[src/mtc_pkg.sv]
// Shared types, constants and calendar helper functions for the millisecond-to-calendar core.
package mtc_pkg;

	localparam int DIV_W = 18;
	localparam int OUT_W = 64;
	localparam int CFG_W = 12;
	localparam int DIGIT_W = 8;
	localparam int RCP_W = 24;
	localparam int RCP_SHIFT = DIV_W + DIGIT_W;

	localparam logic [DIV_W-1:0] DEN_MS_PER_SEC = 18'd1000;
	localparam logic [DIV_W-1:0] DEN_SEC_PER_MIN = 18'd60;
	localparam logic [DIV_W-1:0] DEN_MIN_PER_HR = 18'd60;
	localparam logic [DIV_W-1:0] DEN_HR_PER_DAY = 18'd24;
	localparam logic [DIV_W-1:0] DEN_DAYS_PER_CYCLE = 18'd146097;
	localparam logic [DIV_W-1:0] DEN_DAYS_PER_WEEK = 18'd7;

	// Reciprocals scaled by 2^RCP_SHIFT and rounded down, one per divisor above.
	localparam longint unsigned RCP_ONE = 64'd1 << RCP_SHIFT;
	localparam logic [RCP_W-1:0] RCP_MS_PER_SEC = RCP_W'(RCP_ONE / 64'(DEN_MS_PER_SEC));
	localparam logic [RCP_W-1:0] RCP_SEC_PER_MIN = RCP_W'(RCP_ONE / 64'(DEN_SEC_PER_MIN));
	localparam logic [RCP_W-1:0] RCP_MIN_PER_HR = RCP_W'(RCP_ONE / 64'(DEN_MIN_PER_HR));
	localparam logic [RCP_W-1:0] RCP_HR_PER_DAY = RCP_W'(RCP_ONE / 64'(DEN_HR_PER_DAY));
	localparam logic [RCP_W-1:0] RCP_DAYS_PER_CYCLE =
		RCP_W'(RCP_ONE / 64'(DEN_DAYS_PER_CYCLE));
	localparam logic [RCP_W-1:0] RCP_DAYS_PER_WEEK = RCP_W'(RCP_ONE / 64'(DEN_DAYS_PER_WEEK));

	localparam logic [11:0] YEARS_PER_CYCLE = 12'd400;
	localparam logic [8:0] DAYS_PER_YEAR = 9'd365;
	localparam logic [3:0] MONTH_JAN = 4'd0;
	localparam logic [3:0] MONTH_FEB = 4'd1;
	localparam logic [3:0] MONTH_DEC = 4'd11;

	typedef struct packed {
		logic [1:0] pad;
		logic leap_flag;
		logic [9:0] millisecond;
		logic [5:0] second;
		logic [5:0] minute;
		logic [4:0] hour;
		logic [2:0] weekday;
		logic [4:0] day_of_month;
		logic [3:0] month;
		logic [8:0] day_of_year;
		logic [12:0] year;
	} result_t;

	typedef struct packed {
		logic valid;
		logic ready;
	} hs_t;

	// Leap rule applied to the year reduced modulo 400.
	function automatic logic is_leap(input logic [8:0] yr);
		logic by4;
		logic century;
		by4 = (yr[1:0] == 2'd0);
		century = (yr == 9'd100) || (yr == 9'd200) || (yr == 9'd300);
		return by4 && !century;
	endfunction

	function automatic logic [4:0] month_len(input logic [3:0] m);
		logic [4:0] r;
		case (m)
			4'd0: r = 5'd31;
			4'd1: r = 5'd28;
			4'd2: r = 5'd31;
			4'd3: r = 5'd30;
			4'd4: r = 5'd31;
			4'd5: r = 5'd30;
			4'd6: r = 5'd31;
			4'd7: r = 5'd31;
			4'd8: r = 5'd30;
			4'd9: r = 5'd31;
			4'd10: r = 5'd30;
			4'd11: r = 5'd31;
			default: r = 5'd31;
		endcase
		return r;
	endfunction

	// Month term (13m - 1) / 5 of the weekday congruence, indexed by the zero-based month.
	function automatic logic [4:0] gauss_month_term(input logic [3:0] m);
		logic [4:0] r;
		case (m)
			4'd0: r = 5'd28;
			4'd1: r = 5'd31;
			4'd2: r = 5'd2;
			4'd3: r = 5'd5;
			4'd4: r = 5'd7;
			4'd5: r = 5'd10;
			4'd6: r = 5'd12;
			4'd7: r = 5'd15;
			4'd8: r = 5'd18;
			4'd9: r = 5'd20;
			4'd10: r = 5'd23;
			4'd11: r = 5'd25;
			default: r = 5'd0;
		endcase
		return r;
	endfunction

endpackage

[src/mtc_div.sv]
// Shared constant divider by reciprocal multiplication; each radix-256 digit takes MUL, SUB, FIX.
module mtc_div #(
	parameter int COUNT_BITS = 44
) (
	input logic clk,
	input logic arst_n,
	input logic start,
	input logic [COUNT_BITS-1:0] num,
	input logic [mtc_pkg::DIV_W-1:0] den,
	input logic [mtc_pkg::RCP_W-1:0] rcp,
	output logic done,
	output logic [COUNT_BITS-1:0] quot,
	output logic [mtc_pkg::DIV_W-1:0] rem
);

	localparam int DIGITS = (COUNT_BITS + mtc_pkg::DIGIT_W - 1) / mtc_pkg::DIGIT_W;
	localparam int NUM_W = DIGITS * mtc_pkg::DIGIT_W;
	localparam int CNT_W = $clog2(DIGITS + 1);
	localparam int X_W = mtc_pkg::DIV_W + mtc_pkg::DIGIT_W;
	localparam int P_W = X_W + mtc_pkg::RCP_W;

	typedef enum logic [2:0] {
		PH_MUL = 3'b001,
		PH_SUB = 3'b010,
		PH_FIX = 3'b100
	} phase_t;

	logic busy_q;
	logic done_q;
	phase_t phase_q;
	logic [CNT_W-1:0] cnt_q;
	logic [NUM_W-1:0] num_q;
	logic [mtc_pkg::DIV_W-1:0] den_q;
	logic [mtc_pkg::RCP_W-1:0] rcp_q;
	logic [mtc_pkg::DIV_W-1:0] rem_q;
	logic [mtc_pkg::DIGIT_W-1:0] qe_q;
	logic [X_W-1:0] rt_q;

	logic [X_W-1:0] x;
	logic [P_W-1:0] prod;
	logic [X_W-1:0] den_x;
	logic [X_W-1:0] back;
	logic fix;

	// The partial remainder stays below the divisor, so each digit is at most 255 and the
	// estimate from the rounded-down reciprocal is short by at most one.
	assign x = {rem_q, num_q[NUM_W-1 -: mtc_pkg::DIGIT_W]};
	assign prod = x * rcp_q;
	assign den_x = {{(X_W - mtc_pkg::DIV_W){1'b0}}, den_q};
	assign back = {{(X_W - mtc_pkg::DIGIT_W){1'b0}}, qe_q} * den_x;
	assign fix = (rt_q >= den_x);

	always_ff @(posedge clk or negedge arst_n) begin
		if (!arst_n) begin
			busy_q <= 1'b0;
			done_q <= 1'b0;
			phase_q <= PH_MUL;
			cnt_q <= '0;
		end else begin
			done_q <= 1'b0;
			if (start) begin
				busy_q <= 1'b1;
				phase_q <= PH_MUL;
				cnt_q <= CNT_W'(DIGITS);
			end else if (busy_q) begin
				case (phase_q)
					PH_MUL: begin
						phase_q <= PH_SUB;
					end
					PH_SUB: begin
						phase_q <= PH_FIX;
					end
					PH_FIX: begin
						phase_q <= PH_MUL;
						cnt_q <= cnt_q - CNT_W'(1);
						if (cnt_q == CNT_W'(1)) begin
							busy_q <= 1'b0;
							done_q <= 1'b1;
						end
					end
					default: begin
						phase_q <= PH_MUL;
					end
				endcase
			end
		end
	end

	always_ff @(posedge clk) begin
		if (start) begin
			num_q <= NUM_W'(num);
			den_q <= den;
			rcp_q <= rcp;
			rem_q <= '0;
		end else if (busy_q) begin
			case (phase_q)
				PH_MUL: begin
					qe_q <= mtc_pkg::DIGIT_W'(prod >> X_W);
				end
				PH_SUB: begin
					rt_q <= x - back;
				end
				PH_FIX: begin
					if (fix) begin
						rem_q <= mtc_pkg::DIV_W'(rt_q - den_x);
						num_q <= {num_q[NUM_W-mtc_pkg::DIGIT_W-1:0],
							qe_q + mtc_pkg::DIGIT_W'(1)};
					end else begin
						rem_q <= rt_q[mtc_pkg::DIV_W-1:0];
						num_q <= {num_q[NUM_W-mtc_pkg::DIGIT_W-1:0], qe_q};
					end
				end
				default: begin
					qe_q <= qe_q;
				end
			endcase
		end
	end

	assign done = done_q;
	assign quot = num_q[COUNT_BITS-1:0];
	assign rem = rem_q;

endmodule

[src/mtc_ctrl.sv]
// Sequencer that walks one count through the divider, the year and month loops and the weekday.
module mtc_ctrl #(
	parameter int COUNT_BITS = 44
) (
	input logic clk,
	input logic arst_n,
	input logic start,
	input logic [COUNT_BITS-1:0] millis,
	input logic [mtc_pkg::CFG_W-1:0] start_year,
	output logic idle,
	output mtc_pkg::hs_t res_hs_out,
	input logic res_ready,
	output mtc_pkg::result_t result,
	output logic div_start,
	output logic [COUNT_BITS-1:0] div_num,
	output logic [mtc_pkg::DIV_W-1:0] div_den,
	output logic [mtc_pkg::RCP_W-1:0] div_rcp,
	input logic div_done,
	input logic [COUNT_BITS-1:0] div_quot,
	input logic [mtc_pkg::DIV_W-1:0] div_rem
);

	typedef enum logic [7:0] {
		S_IDLE = 8'b0000_0001,
		S_DIV = 8'b0000_0010,
		S_Y400 = 8'b0000_0100,
		S_YEAR = 8'b0000_1000,
		S_MONTH = 8'b0001_0000,
		S_GAUSS = 8'b0010_0000,
		S_WSTART = 8'b0100_0000,
		S_DONE = 8'b1000_0000
	} state_t;

	typedef enum logic [2:0] {
		STG_MS = 3'd0,
		STG_SEC = 3'd1,
		STG_MIN = 3'd2,
		STG_HOUR = 3'd3,
		STG_CYC = 3'd4,
		STG_WDAY = 3'd5
	} stage_t;

	state_t state_q;
	stage_t stage_q;
	logic div_start_q;
	logic [COUNT_BITS-1:0] div_num_q;
	logic [mtc_pkg::DIV_W-1:0] div_den_q;
	logic [mtc_pkg::RCP_W-1:0] div_rcp_q;

	logic [9:0] msec_q;
	logic [5:0] sec_q;
	logic [5:0] min_q;
	logic [4:0] hour_q;
	logic [mtc_pkg::DIV_W-1:0] days_q;
	logic [12:0] year_q;
	logic [11:0] yr_q;
	logic [8:0] doy_q;
	logic [8:0] dom_q;
	logic [3:0] month_q;
	logic [2:0] c_q;
	logic [6:0] d_q;
	logic [2:0] wday_q;

	logic leap;
	logic [8:0] ylen;
	logic year_more;
	logic [4:0] mlen;
	logic month_more;
	logic [9:0] yp;
	logic [2:0] cent;
	logic [9:0] cent_base;
	logic [7:0] gauss_n;

	assign leap = mtc_pkg::is_leap(yr_q[8:0]);
	assign ylen = mtc_pkg::DAYS_PER_YEAR + {8'd0, leap};
	assign year_more = (days_q >= {{(mtc_pkg::DIV_W - 9){1'b0}}, ylen});
	assign mlen = mtc_pkg::month_len(month_q) +
		{4'd0, (month_q == mtc_pkg::MONTH_FEB) && leap};
	assign month_more = (dom_q >= {4'd0, mlen}) && (month_q < mtc_pkg::MONTH_DEC);

	assign yp = {1'b0, yr_q[8:0]} + 10'd400 - {9'd0, month_q < mtc_pkg::MONTH_FEB + 4'd1};

	always_comb begin
		if (yp >= 10'd700) begin
			cent = 3'd7;
		end else if (yp >= 10'd600) begin
			cent = 3'd6;
		end else if (yp >= 10'd500) begin
			cent = 3'd5;
		end else if (yp >= 10'd400) begin
			cent = 3'd4;
		end else begin
			cent = 3'd3;
		end
		cent_base = 10'(cent * 10'd100);
	end

	assign gauss_n = 8'(dom_q[4:0]) + 8'd1 + 8'(mtc_pkg::gauss_month_term(month_q)) +
		8'(d_q) + 8'(d_q[6:2]) + 8'(c_q[2]) + 8'(c_q * 6'd5);

	always_ff @(posedge clk or negedge arst_n) begin
		if (!arst_n) begin
			state_q <= S_IDLE;
			stage_q <= STG_MS;
			div_start_q <= 1'b0;
		end else begin
			div_start_q <= 1'b0;
			case (state_q)
				S_IDLE: begin
					if (start) begin
						state_q <= S_DIV;
						stage_q <= STG_MS;
						div_start_q <= 1'b1;
					end
				end
				S_DIV: begin
					if (div_done) begin
						case (stage_q)
							STG_MS: begin
								stage_q <= STG_SEC;
								div_start_q <= 1'b1;
							end
							STG_SEC: begin
								stage_q <= STG_MIN;
								div_start_q <= 1'b1;
							end
							STG_MIN: begin
								stage_q <= STG_HOUR;
								div_start_q <= 1'b1;
							end
							STG_HOUR: begin
								stage_q <= STG_CYC;
								div_start_q <= 1'b1;
							end
							STG_CYC: begin
								state_q <= S_Y400;
							end
							STG_WDAY: begin
								state_q <= S_DONE;
							end
							default: begin
								state_q <= S_IDLE;
							end
						endcase
					end
				end
				S_Y400: begin
					if (yr_q < mtc_pkg::YEARS_PER_CYCLE) begin
						state_q <= S_YEAR;
					end
				end
				S_YEAR: begin
					if (!year_more) begin
						state_q <= S_MONTH;
					end
				end
				S_MONTH: begin
					if (!month_more) begin
						state_q <= S_GAUSS;
					end
				end
				S_GAUSS: begin
					state_q <= S_WSTART;
				end
				S_WSTART: begin
					state_q <= S_DIV;
					stage_q <= STG_WDAY;
					div_start_q <= 1'b1;
				end
				S_DONE: begin
					if (res_ready) begin
						state_q <= S_IDLE;
					end
				end
				default: begin
					state_q <= S_IDLE;
				end
			endcase
		end
	end

	always_ff @(posedge clk) begin
		case (state_q)
			S_IDLE: begin
				if (start) begin
					div_num_q <= millis;
					div_den_q <= mtc_pkg::DEN_MS_PER_SEC;
					div_rcp_q <= mtc_pkg::RCP_MS_PER_SEC;
				end
			end
			S_DIV: begin
				if (div_done) begin
					case (stage_q)
						STG_MS: begin
							msec_q <= div_rem[9:0];
							div_num_q <= div_quot;
							div_den_q <= mtc_pkg::DEN_SEC_PER_MIN;
							div_rcp_q <= mtc_pkg::RCP_SEC_PER_MIN;
						end
						STG_SEC: begin
							sec_q <= div_rem[5:0];
							div_num_q <= div_quot;
							div_den_q <= mtc_pkg::DEN_MIN_PER_HR;
							div_rcp_q <= mtc_pkg::RCP_MIN_PER_HR;
						end
						STG_MIN: begin
							min_q <= div_rem[5:0];
							div_num_q <= div_quot;
							div_den_q <= mtc_pkg::DEN_HR_PER_DAY;
							div_rcp_q <= mtc_pkg::RCP_HR_PER_DAY;
						end
						STG_HOUR: begin
							hour_q <= div_rem[4:0];
							div_num_q <= div_quot;
							div_den_q <= mtc_pkg::DEN_DAYS_PER_CYCLE;
							div_rcp_q <= mtc_pkg::RCP_DAYS_PER_CYCLE;
						end
						STG_CYC: begin
							days_q <= div_rem;
							year_q <= {1'b0, start_year} + 13'(div_quot[12:0] * 13'd400);
							yr_q <= start_year;
						end
						STG_WDAY: begin
							wday_q <= (div_rem[2:0] == 3'd0) ? 3'd6 : 3'(div_rem[2:0] - 3'd1);
						end
						default: begin
							wday_q <= 3'd0;
						end
					endcase
				end
			end
			S_Y400: begin
				if (yr_q >= mtc_pkg::YEARS_PER_CYCLE) begin
					yr_q <= yr_q - mtc_pkg::YEARS_PER_CYCLE;
				end
			end
			S_YEAR: begin
				if (year_more) begin
					days_q <= days_q - {{(mtc_pkg::DIV_W - 9){1'b0}}, ylen};
					year_q <= year_q + 13'd1;
					yr_q <= (yr_q == 12'd399) ? 12'd0 : yr_q + 12'd1;
				end else begin
					doy_q <= days_q[8:0];
					dom_q <= days_q[8:0];
					month_q <= mtc_pkg::MONTH_JAN;
				end
			end
			S_MONTH: begin
				if (month_more) begin
					dom_q <= dom_q - {4'd0, mlen};
					month_q <= month_q + 4'd1;
				end
			end
			S_GAUSS: begin
				c_q <= cent;
				d_q <= 7'(yp - cent_base);
			end
			S_WSTART: begin
				div_num_q <= COUNT_BITS'(gauss_n);
				div_den_q <= mtc_pkg::DEN_DAYS_PER_WEEK;
				div_rcp_q <= mtc_pkg::RCP_DAYS_PER_WEEK;
			end
			default: begin
				d_q <= d_q;
			end
		endcase
	end

	assign idle = (state_q == S_IDLE);
	assign res_hs_out.valid = (state_q == S_DONE);
	assign res_hs_out.ready = res_ready;

	assign div_start = div_start_q;
	assign div_num = div_num_q;
	assign div_den = div_den_q;
	assign div_rcp = div_rcp_q;

	always_comb begin
		result.pad = 2'd0;
		result.leap_flag = leap;
		result.millisecond = msec_q;
		result.second = sec_q;
		result.minute = min_q;
		result.hour = hour_q;
		result.weekday = wday_q;
		result.day_of_month = dom_q[4:0];
		result.month = month_q;
		result.day_of_year = doy_q;
		result.year = year_q;
	end

endmodule

[src/millis_to_calendar_fields_core.sv]
// Top level of the millisecond-count to Gregorian calendar fields converter.
//
// Channel  Direction  Transfer when           Payload
// s_*      in         s_tvalid & s_tready     millis_count
// m_*      out        m_tvalid & m_tready     year .. leap_flag
// cfg_*    in         cfg_valid & cfg_ready   start_year
//
// One transaction takes six passes through the shared divider, a reduction of the start year
// modulo 400 by repeated subtraction, up to 400 year steps and up to 12 month steps; the year
// loop dominates the worst case.
// Reset is asynchronous and sets start_year to 1970. s_tready is low while a count is in
// work, and a finished result waits in the output register until m_tready takes it.
module millis_to_calendar_fields_core #(
	parameter int COUNT_BITS = 44
) (
	input logic clk,
	input logic arst_n,
	input logic s_tvalid,
	output logic s_tready,
	// Bits from 0: millis_count, zero fill to whole bytes.
	input logic [((COUNT_BITS + 7) / 8) * 8 - 1:0] s_tdata,
	output logic m_tvalid,
	input logic m_tready,
	// Bits from 0: year, day_of_year, month, day_of_month, weekday, hour, minute, second,
	// millisecond, leap_flag, zero fill.
	output logic [mtc_pkg::OUT_W-1:0] m_tdata,
	input logic cfg_valid,
	output logic cfg_ready,
	input logic [mtc_pkg::CFG_W-1:0] cfg_data
);

	logic [mtc_pkg::CFG_W-1:0] start_year_q;
	logic out_valid_q;
	mtc_pkg::result_t out_data_q;

	logic idle;
	logic accept;
	logic res_ready;
	mtc_pkg::hs_t res_hs;
	mtc_pkg::result_t result;

	logic div_start;
	logic [COUNT_BITS-1:0] div_num;
	logic [mtc_pkg::DIV_W-1:0] div_den;
	logic [mtc_pkg::RCP_W-1:0] div_rcp;
	logic div_done;
	logic [COUNT_BITS-1:0] div_quot;
	logic [mtc_pkg::DIV_W-1:0] div_rem;

	assign s_tready = idle;
	assign accept = s_tvalid && idle;
	assign cfg_ready = 1'b1;
	assign res_ready = !out_valid_q || m_tready;

	always_ff @(posedge clk or negedge arst_n) begin
		if (!arst_n) begin
			start_year_q <= 12'd1970;
			out_valid_q <= 1'b0;
		end else begin
			if (cfg_valid) begin
				start_year_q <= cfg_data;
			end
			if (res_hs.valid && res_ready) begin
				out_valid_q <= 1'b1;
			end else if (m_tready) begin
				out_valid_q <= 1'b0;
			end
		end
	end

	always_ff @(posedge clk) begin
		if (res_hs.valid && res_ready) begin
			out_data_q <= result;
		end
	end

	assign m_tvalid = out_valid_q;
	assign m_tdata = out_data_q;

	mtc_ctrl #(
		.COUNT_BITS(COUNT_BITS)
	) u_ctrl (
		.clk(clk),
		.arst_n(arst_n),
		.start(accept),
		.millis(s_tdata[COUNT_BITS-1:0]),
		.start_year(start_year_q),
		.idle(idle),
		.res_hs_out(res_hs),
		.res_ready(res_ready),
		.result(result),
		.div_start(div_start),
		.div_num(div_num),
		.div_den(div_den),
		.div_rcp(div_rcp),
		.div_done(div_done),
		.div_quot(div_quot),
		.div_rem(div_rem)
	);

	mtc_div #(
		.COUNT_BITS(COUNT_BITS)
	) u_div (
		.clk(clk),
		.arst_n(arst_n),
		.start(div_start),
		.num(div_num),
		.den(div_den),
		.rcp(div_rcp),
		.done(div_done),
		.quot(div_quot),
		.rem(div_rem)
	);

endmodule
[config.mk]
export PLATFORM = sky130hd
export DESIGN_NAME = millis_to_calendar_fields_core
export DESIGN_NICKNAME = d
export VERILOG_FILES = /design/src/mtc_pkg.sv /design/src/mtc_div.sv /design/src/mtc_ctrl.sv /design/src/millis_to_calendar_fields_core.sv
export SDC_FILE = /design/constraint.sdc
export NUM_CORES = 2
export LEC_CHECK = 0
export ABC_CLOCK_PERIOD_IN_PS = 8500
export BUFFER_PORTS_ARGS = -buffer_cell sky130_fd_sc_hd__buf_2
export CAP_MARGIN = 20
export CORE_UTILIZATION = 45
export CTS_CLUSTER_DIAMETER = 40
export DETAILED_ROUTE_END_ITERATION = 8
export PLACE_DENSITY_LB_ADDON = 0.3
export SLEW_MARGIN = 10
export SYNTH_ARGS = -nofsm -noshare
export SYNTH_HDL_FRONTEND = slang
export SYNTH_SLANG_ARGS = --single-unit
[constraint.sdc]
create_clock -name clk -period 8.5 [get_ports clk]
set_input_delay 1.7 -clock clk [delete_from_list [all_inputs] [get_ports clk]]
set_output_delay 1.7 -clock clk [all_outputs]
set_load 0.01 [all_outputs]
==> impl_metrics.toml <==
[status]
status = "completed"

[finish]
nFillCells = 7268
area_delta_synth_final_pct = 9.95
fin_nets = 4458
mostFrequentLayoutCells = "inv_1, fa_1, edfxtp_1"
drive_gt1_share_pct = 9.27
fin_util_pct = 50.3
final_common_cell = "inv_1"
final_area_um2 = 40600

[grt]
grt_util_all_layers_pct = 23.4
antenna_found_initial = 7
gr-total-overflow = 0
grt_pass1_wl_um = 148000
grt_pass1_vias = 25700
grt_max_degree = 66

[clocking]
cts_num_sinks = 389
cts_resized = 0
clock_path_buffers = 3
path_clk_slew_ns = 0.06
cts_setup_buffers = 0
clk_latency_ns = 0.61
htree_levels = 2
cts_tree = "done"
hold_buffers = 0
numCtsBuffers = 49
clockRootBuffer = "clkbuf_16"

[worst_setup_path]
cp.required_ns = 8.91
crit_family = "adder cells"
worst_setup_path_start_kind = "flip-flop"
crit_path_top_delay_cell = "edfxtp_1"
crit_path_end_kind = "flip-flop"
cpMostUsedCell = "fa_1"
path_buf_inv = 5
critical_path.cell_chain = "buf_4 -> and2_1 -> fa_1 -> fa_1 -> inv_1 -> fa_1 -> fa_1 -> inv_1 -> fa_1 -> fa_1 -> inv_1 -> fa_1 -> inv_1 -> ha_1 -> and4_1 -> nand3_1 -> or4_1 -> nor3_1 -> a31o_2 -> o221ai_1 -> nor2b_1 -> xnor2_1"
cp_slowest_stage_delay_ns = 0.97
cp.arrival_ns = 8.13
critPathMaxFanout = 19
critical_path_class = "flip-flop to flip-flop"

[detailed_routing]
via_per_inst = 5.27
totalWireLength_um = 94900
detail-route-antenna-nets = 0
dr.pass1.iters = 5
drc = 0
drt_iter0_markers = 1812
wire_per_inst_um = 20.2
num_vias = 24800

[yosys]
ys.flop_type = "edfxtp_1"
ys.warnings.count = 0
avgSynthCellArea_um2 = 10.6
synth_area_um2 = 36900
synth_cells = 3487
ys_seq_area_share_pct = 30.4
ys_ff_latch = 389
yosysUniqueCellTypes = 76
synth_edf_count = 327
synthArstFlopShare_pct = 8.48
ys_top_cells_by_area = "edfxtp_1, fa_1, ha_1, inv_1, and2_1"
yosys.area.top_type = "edfxtp_1"
netlist.area_leader.share_pct = 26.6

[run]
maxCapViolations = 0

[timing]
tightest_slew_ns = 1.10
setup_viol = 0
timing.slew.headroom_pct = 26.1
clock_skew_ns = 0.0268
min_period_over_period_pct = 90.9
rsz0062_at_grt = "no"
hold_viol = 0
period_needed_ns = 7.73
fmax_ghz = 0.129
slew_viol_final = 0
finalSetupTns_ns = 0
fin_ws_ns = 0.771

[die]
dieArea_um2 = 83200
start_util_pct = 45.7
core_area_um2 = 80800
die_h_um = 288
ioPinCount = 132
die_w_um = 288
rows = 104

[placed_design]
port_buffers = 124
post-dp-hpwl_um = 75000
gp_congestion = 0.959
place_ws_ns = 0.785
place_area_um2 = 38900

[worst_hold_path]
min_path_type = "flip-flop to flip-flop"
[logic make-up (layout without fill, tap and decap cells)]
| group | count (synthesis) | in the layout | share of synthesized area (%) |
|---|---|---|---|
| simple gates | 826 | 826 | 11.3 |
| other cells | 2 | 4 | 0.0203 |
| flops | 389 | 389 | 30.4 |
| mux | 62 | 62 | 1.84 |
| compound gates | 401 | 401 | 7.31 |
| buf+inv | 856 | 1014 | 8.73 |
| fa+ha+maj | 788 | 788 | 36.5 |
| xor+xnor | 163 | 163 | 3.87 |
[worst paths after layout]
kind,startpoint,slack [ns],endpoint,cells after the start
worst max-delay path,u_div.rcp_q[7],0.77,u_div.qe_q[5],22
worst min-delay path,u_ctrl.hour_q[0],0.41,m_tdata[34],0
worst max register to register,u_div.rcp_q[7],0.77,u_div.qe_q[5],22
worst min register to register,u_ctrl.hour_q[0],0.41,m_tdata[34],0
max in group asynchronous,arst_n,6.68,u_ctrl.div_start,1
min in group asynchronous,arst_n,1.19,start_year_q[11],1
[sequential cells by signal, indices dropped and copies added, names as in the netlist, 7 cells and up, named ones only]
signal	cells
u_div.rcp_q	14
u_div.rt_q	26
u_ctrl.div_num	44
u_ctrl.days_q	18
u_ctrl.year_q	13
u_div.rem	18
u_div.qe_q	8
u_ctrl.doy_q	9
u_ctrl.dom_q	9
m_tdata	62
u_ctrl.d_q	7
u_ctrl.msec_q	10
start_year_q	12
u_ctrl.yr_q	12
u_ctrl.div_rcp	14
u_ctrl.state_q	8
u_div.num_q	48
[synth_stat cells, types with 16 or more instances]
cell type / count
nand2_1: 293
nor2_1: 123
nand4_1: 17
dfxtp_1: 29
nand2b_1: 17
a21o_1: 28
nor2b_1: 24
a211oi_1: 23
nand3_1: 35
o21ai_0: 100
mux2_2: 45
a22o_1: 39
dfrtp_1: 24
edfxtp_1: 327
nor3_1: 28
o21bai_1: 16
fa_1: 483
ha_1: 305
and2_1: 216
xor2_1: 63
inv_1: 740
a21oi_1: 79
xnor2_1: 100
clkbuf_1: 103
[metrics by stage]
stage / cells / hold WS, ns
after CTS: 4705 / 0.399
after global placement: 4613 / 0.401
after floorplan: 3488 / 0.400
after detailed placement: 4613 / 0.405
after global routing: 4707 / 0.409
final: 4707 / 0.405
[worst register-to-register path: stages (launching register included)]
cell and delay [ns]:
edfxtp_1 0.97, buf_4 0.29, and2_1 0.29, fa_1 0.49, fa_1 0.52, inv_1 0.06
fa_1 0.49, fa_1 0.51, inv_1 0.05, fa_1 0.47, fa_1 0.55, inv_1 0.06
fa_1 0.53, inv_1 0.04, ha_1 0.31, and4_1 0.24, nand3_1 0.11, or4_1 0.53
nor3_1 0.19, a31o_2 0.21, o221ai_1 0.22, nor2b_1 0.19, xnor2_1 0.24
[area by class of cell]
| type | instances | area, um2 | share of cell area (%) |
|---|---|---|---|
| Inverter | 741 | 2780 | 6.85 |
| Sequential cell | 389 | 11200 | 27.7 |
| Clock buffer | 56 | 1260 | 3.11 |
| Clock inverter | 36 | 454 | 1.12 |
| Timing Repair Buffer | 181 | 1050 | 2.58 |
| Tap cell | 1060 | 1330 | 3.27 |
| Multi-Input combinational cell | 2243 | 22500 | 55.4 |
| Antenna cell | 1 | 2.50 | 0.00616 |
[per-layer routing]
layer	up-vias	track usage [%]	routed length [um]
li1	11400	-	-
met1	12500	33.0	42200
met2	756	38.2	44600
met3	144	3.08	5870
met4	2	6.04	2170
met5	-	0	12
Power is not shown: default switching activity piles up to over one toggle a cycle in this logic, so the estimate is an artifact.
